### src/sbh_pkg.sv
// Shared types and constants of the SHA-256 byte stream hasher.
package sbh_pkg;

	// One request: a message byte, or none, and the end-of-message mark.
	typedef struct packed {
		logic [7:0] data_byte;
		logic       byte_valid;
		logic       msg_last;
	} req_t;

	// One digest word on the result channel.
	typedef struct packed {
		logic [31:0] digest_word;
		logic [2:0]  word_index;
		logic        last_word;
	} digest_t;

	// Eight 32-bit words, index 0 is the most significant word.
	typedef logic [0:7][31:0] hash_t;

	// Control from the byte sequencer to the compression unit.
	typedef struct packed {
		logic push;   // shift one packed word into the schedule
		logic start;  // begin 64 rounds on the current block
		logic init;   // reload the initial hash value
	} core_ctrl_t;

	// Status from the compression unit.
	typedef struct packed {
		logic busy;
	} core_sts_t;

	typedef enum logic [2:0] {
		ST_ACCEPT,
		ST_MARK,
		ST_PAD,
		ST_FINAL,
		ST_OUT
	} state_t;

	localparam logic [7:0] PAD_MARK = 8'h80;
	localparam logic [5:0] LEN_POS  = 6'd56;

	localparam hash_t IV_HASH = {
		32'h6A09E667, 32'hBB67AE85, 32'h3C6EF372, 32'hA54FF53A,
		32'h510E527F, 32'h9B05688C, 32'h1F83D9AB, 32'h5BE0CD19
	};

	localparam logic [31:0] ROUND_K [64] = '{
		32'h428A2F98, 32'h71374491, 32'hB5C0FBCF, 32'hE9B5DBA5,
		32'h3956C25B, 32'h59F111F1, 32'h923F82A4, 32'hAB1C5ED5,
		32'hD807AA98, 32'h12835B01, 32'h243185BE, 32'h550C7DC3,
		32'h72BE5D74, 32'h80DEB1FE, 32'h9BDC06A7, 32'hC19BF174,
		32'hE49B69C1, 32'hEFBE4786, 32'h0FC19DC6, 32'h240CA1CC,
		32'h2DE92C6F, 32'h4A7484AA, 32'h5CB0A9DC, 32'h76F988DA,
		32'h983E5152, 32'hA831C66D, 32'hB00327C8, 32'hBF597FC7,
		32'hC6E00BF3, 32'hD5A79147, 32'h06CA6351, 32'h14292967,
		32'h27B70A85, 32'h2E1B2138, 32'h4D2C6DFC, 32'h53380D13,
		32'h650A7354, 32'h766A0ABB, 32'h81C2C92E, 32'h92722C85,
		32'hA2BFE8A1, 32'hA81A664B, 32'hC24B8B70, 32'hC76C51A3,
		32'hD192E819, 32'hD6990624, 32'hF40E3585, 32'h106AA070,
		32'h19A4C116, 32'h1E376C08, 32'h2748774C, 32'h34B0BCB5,
		32'h391C0CB3, 32'h4ED8AA4A, 32'h5B9CCA4F, 32'h682E6FF3,
		32'h748F82EE, 32'h78A5636F, 32'h84C87814, 32'h8CC70208,
		32'h90BEFFFA, 32'hA4506CEB, 32'hBEF9A3F7, 32'hC67178F2
	};

endpackage

### src/sbh_core.sv
// SHA-256 compression unit: schedule shift line, one shared round, hash words.
module sbh_core (
	input  logic               clk,
	input  logic               arst_n,
	input  sbh_pkg::core_ctrl_t ctrl,
	input  logic [31:0]        word,
	output sbh_pkg::core_sts_t  sts,
	output sbh_pkg::hash_t      hash
);
	import sbh_pkg::*;

	function automatic logic [31:0] ror(input logic [31:0] x, input int unsigned s);
		return (x >> s) | (x << (32 - s));
	endfunction

	hash_t             hash_q;
	hash_t             vars_q;
	logic [0:15][31:0] w_q;
	logic [5:0]        rnd_q;
	logic              active_q;
	logic              fold_q;

	logic [31:0] s0_w;
	logic [31:0] s1_w;
	logic [31:0] w_next;
	logic [31:0] big_s1;
	logic [31:0] big_s0;
	logic [31:0] ch;
	logic [31:0] maj;
	logic [31:0] t1;
	logic [31:0] t2;

	// Schedule: w_q[0] is the word of this round, the next word enters at the end.
	assign s0_w   = ror(w_q[1], 7) ^ ror(w_q[1], 18) ^ (w_q[1] >> 3);
	assign s1_w   = ror(w_q[14], 17) ^ ror(w_q[14], 19) ^ (w_q[14] >> 10);
	assign w_next = w_q[0] + s0_w + w_q[9] + s1_w;

	assign big_s1 = ror(vars_q[4], 6) ^ ror(vars_q[4], 11) ^ ror(vars_q[4], 25);
	assign big_s0 = ror(vars_q[0], 2) ^ ror(vars_q[0], 13) ^ ror(vars_q[0], 22);
	assign ch     = (vars_q[4] & vars_q[5]) ^ (~vars_q[4] & vars_q[6]);
	assign maj    = (vars_q[0] & vars_q[1]) ^ (vars_q[0] & vars_q[2]) ^
	                (vars_q[1] & vars_q[2]);
	assign t1     = vars_q[7] + big_s1 + ch + ROUND_K[rnd_q] + w_q[0];
	assign t2     = big_s0 + maj;

	always_ff @(posedge clk) begin
		if (ctrl.push) begin
			w_q <= {w_q[1:15], word};
		end else if (active_q) begin
			w_q <= {w_q[1:15], w_next};
		end
		if (ctrl.start) begin
			vars_q <= hash_q;
		end else if (active_q) begin
			vars_q <= {t1 + t2, vars_q[0], vars_q[1], vars_q[2],
			           vars_q[3] + t1, vars_q[4], vars_q[5], vars_q[6]};
		end
	end

	always_ff @(posedge clk or negedge arst_n) begin
		if (!arst_n) begin
			hash_q   <= IV_HASH;
			rnd_q    <= '0;
			active_q <= 1'b0;
			fold_q   <= 1'b0;
		end else begin
			fold_q <= 1'b0;
			if (ctrl.start) begin
				rnd_q    <= '0;
				active_q <= 1'b1;
			end else if (active_q) begin
				rnd_q <= rnd_q + 6'd1;
				if (rnd_q == 6'd63) begin
					active_q <= 1'b0;
					fold_q   <= 1'b1;
				end
			end
			if (ctrl.init) begin
				hash_q <= IV_HASH;
			end else if (fold_q) begin
				for (int i = 0; i < 8; i++) begin
					hash_q[i] <= hash_q[i] + vars_q[i];
				end
			end
		end
	end

	assign sts.busy = active_q | fold_q;
	assign hash     = hash_q;

endmodule

### config.mk
export PLATFORM = sky130hd
export DESIGN_NAME = sbh_core
export DESIGN_NICKNAME = d
export VERILOG_FILES = /design/src/sbh_pkg.sv /design/src/sbh_core.sv
export SDC_FILE = /design/constraint.sdc
export NUM_CORES = 2
export LEC_CHECK = 0
export BUFFER_PORTS_ARGS = -buffer_cell sky130_fd_sc_hd__buf_2
export CAP_MARGIN = 20
export CORE_ASPECT_RATIO = 0.6
export CORE_MARGIN = 8
export CORE_UTILIZATION = 65
export DETAILED_ROUTE_END_ITERATION = 10
export PLACE_DENSITY = 0.8
export SYNTH_ARGS = -nofsm -noshare
export SYNTH_HDL_FRONTEND = slang
export SYNTH_SLANG_ARGS = --single-unit
### constraint.sdc
create_clock -name clk -period 19.2 [get_ports clk]
set_input_delay 0 -clock clk [delete_from_list [all_inputs] [get_ports clk]]
set_output_delay 0 -clock clk [all_outputs]
set_load 0.005 [all_outputs]
==> run metrics <==
deepest level of the CTS H-tree 3; Hold Violations, Final 0; crit path DAT 10.20 ns; Worst Path Required 19.64 ns; synthesis-stage register bit count 1,032; CP Launch Point rnd_q[2]$_DFFE_PN0P_; sequential share of the synthesized area 0.462; Area Growth Syn to Fin 10.3%; clk sink count 1,032; chip width 423 µm; Synth async-reset ratio 0.256; Synth Area in XOR/XNOR 0.0766; Routed Wire Length 212 mm; Max Clk Rate 102 MHz; Worst-path clk slew 0.08 ns; Port Buffers 293; DRT iter0 DRCs 7,257; most frequent cells in the layout edfxtp_1 (768), inv_1 (430), ha_1 (395), a21oi_1 (389), nor2_1 (369); Via Count 49,418; Simple-Gate Fraction of Synth Area 0.0821; layout cell share with drive strength beyond 1 0.149; vias in the first global route 46,078; largest family of logic cells by synthesized area compound AO/OA/AOI/OAI gates; total CTS buffers 95; Critical-path top delay cell dfrtp_4; sum of negative setup slack 0 ns; Finished Cell Area 71,300 µm²; worst slew margin relative to its limit 0.118; GRT overflow 0; Syn Inst Count 5,817; initial antenna violation count 8; setup bufs post-CTS 0; Crit path largest cell delay 0.59 ns; Mapped Nets 6,446; r2r setup slk 9.44 ns; number of synthesized flops with an enable pin 768; Max clock buf depth 3; Max Cap Violations 0; unrepaired setup endpoints after global routing no; Adder-Cell Fraction of Synth Area 0.141; Final ANT Viol Nets 0; starting density of the core 0.656; CP Capture Type flop; Setup crit start kind flop; Worst Hold Class in -> reg; RR Endpoint vars_q[253]$_DFFE_PP_; Seq. cell area 29,800 µm²; hpwl dp 157 mm; DR pass1 iterations 7; Root Buffer clkbuf_16; detailed-route DRC error count 0; Hold Path End w_q[17]$_DFFE_PP_; first-pass GRT wire length 307 mm; hold buffers post-CTS 59; yosys warns 0; count of final setup violators 0; worst-margin pin slew 1.31 ns; Compound-Gate Fraction of Synth Area 0.147; RePlAce Congestion 1.02; routed len/inst 28.3 µm; mux cell area share after synthesis 0.0529; Slew Limit Fails 0; I/O pins 294; fill cell count 6,954; die area 110,000 µm²; routed vias/inst 6.60; CTS tree done; CP Class reg -> reg; floorplan die height 260 µm; area of the multi-input gates 32,300 µm²; syn avg cell area 11.1 µm²; largest net degree at the start of global routing 207; Layout Nets 6,715; fin crit share 0.508; CP most frequent cell a21o_1; row count 89; critical-path maximum fanout 22; gr usage total 0.373; origin of the critical flop-to-flop path rnd_q[2]$_DFFE_PN0P_; DP Area 67,300 µm²; Clock Skews 0.0556 ns; Yosys cell types 85; CTS resizes 0; start point of the worst min-delay path ctrl[2]; Tmin final 9.76 ns; Clk Latency, worst-skew pair 0.75 ns; status completed; Reg2Reg Depth 36; core area 98,400 µm²; Post-Syn Area 64,600 µm²; most common cell after layout, fill and taps aside edfxtp_1; Most used DFF post-synth edfxtp_1; hold path cells 3
[area by class of cell]
class / instances / share of cell area
Multi-Input combinational cell: 4112 / 0.453
Sequential cell: 1032 / 0.419
Clock buffer: 129 / 0.0365
Tap cell: 1319 / 0.0232
Timing Repair Buffer: 410 / 0.0365
Inverter: 435 / 0.0230
Clock inverter: 50 / 0.00936
Antenna cell: 2 / 0.0000702
[per-stage QoR]
step	setup slack, ns	std cells	utilization	hold WS (ns)
after global routing	8.91	7488	0.724	0.0762
final	9.44	7489	0.724	0.0682
after global placement	9.88	7243	0.684	0.0813
after floorplan	11.52	5817	-	-0.296
after CTS	9.70	7482	0.723	0.000616
after detailed placement	9.77	7244	0.684	0.0796
[critical path, delay by kind of cell (launching register included)]
kind	cells	cell delay (ns)
xor+xnor	2	0.45
fa+ha+maj	6	2.27
mux	1	0.37
flops	1	0.59
compound gates	19	4.00
simple gates	4	0.75
buf+inv	4	1.06
[cell families (layout without fill, tap and decap cells)]
family,Yosys count,after routing
fa+ha+maj,613,613
compound gates,1471,1471
simple gates,1157,1157
mux,308,308
flops,1032,1032
xor+xnor,563,563
buf+inv,673,1024
other cells,0,2
[registers in the layout, summed over array words and instances (netlist names)]
signal,cells
w_q,512
hash,256
vars_q,256
rnd_q,6
active_q,1
fold_q,1
[metal layers]
metal  global-route usage  share of wire
met5                    0              0
met4               0.0995          0.030
met3                0.175           0.17
met2                0.473           0.38
met1                0.566           0.42
[Yosys cell counts (25+ instances only)]
library cell / n / share of area
a211o_1: 59 / 0.0080
a211oi_1: 46 / 0.0053
a21o_1: 219 / 0.025
a21oi_1: 389 / 0.030
a31oi_1: 35 / 0.0034
and2_1: 26 / 0.0025
and3_1: 32 / 0.0031
buf_1: 25 / 0.0015
clkbuf_1: 213 / 0.012
dfrtp_1: 128 / 0.050
dfstp_2: 136 / 0.055
edfxtp_1: 768 / 0.36
fa_1: 197 / 0.061
ha_1: 395 / 0.076
inv_1: 430 / 0.025
mux2_2: 226 / 0.039
mux2i_1: 78 / 0.012
nand2_1: 368 / 0.021
nand2b_1: 62 / 0.0060
nand3_1: 63 / 0.0049
nor2_1: 371 / 0.022
nor2b_1: 48 / 0.0046
nor3_1: 69 / 0.0053
o211ai_1: 29 / 0.0034
o21a_1: 55 / 0.0064
o21ai_0: 353 / 0.027
o21bai_1: 42 / 0.0049
o31ai_1: 37 / 0.0043
or3_1: 27 / 0.0026
xnor2_1: 349 / 0.047
xor2_1: 213 / 0.029
[worst max path at each step]
stage | cells after the start | endpoint | slack, ns
6_report | 36 | vars_q[253]$_DFFE_PP_ | 9.44
5_1_grt | 36 | vars_q[253]$_DFFE_PP_ | 8.91
4_1_cts | 36 | vars_q[253]$_DFFE_PP_ | 9.70
3_5_place_dp | 36 | vars_q[253]$_DFFE_PP_ | 9.77
3_3_place_gp | 36 | vars_q[253]$_DFFE_PP_ | 9.88
2_1_floorplan | 37 | vars_q[253]$_DFFE_PP_ | 11.52
Power is not shown: default switching activity piles up to over one toggle a cycle in this logic, so the estimate is an artifact.
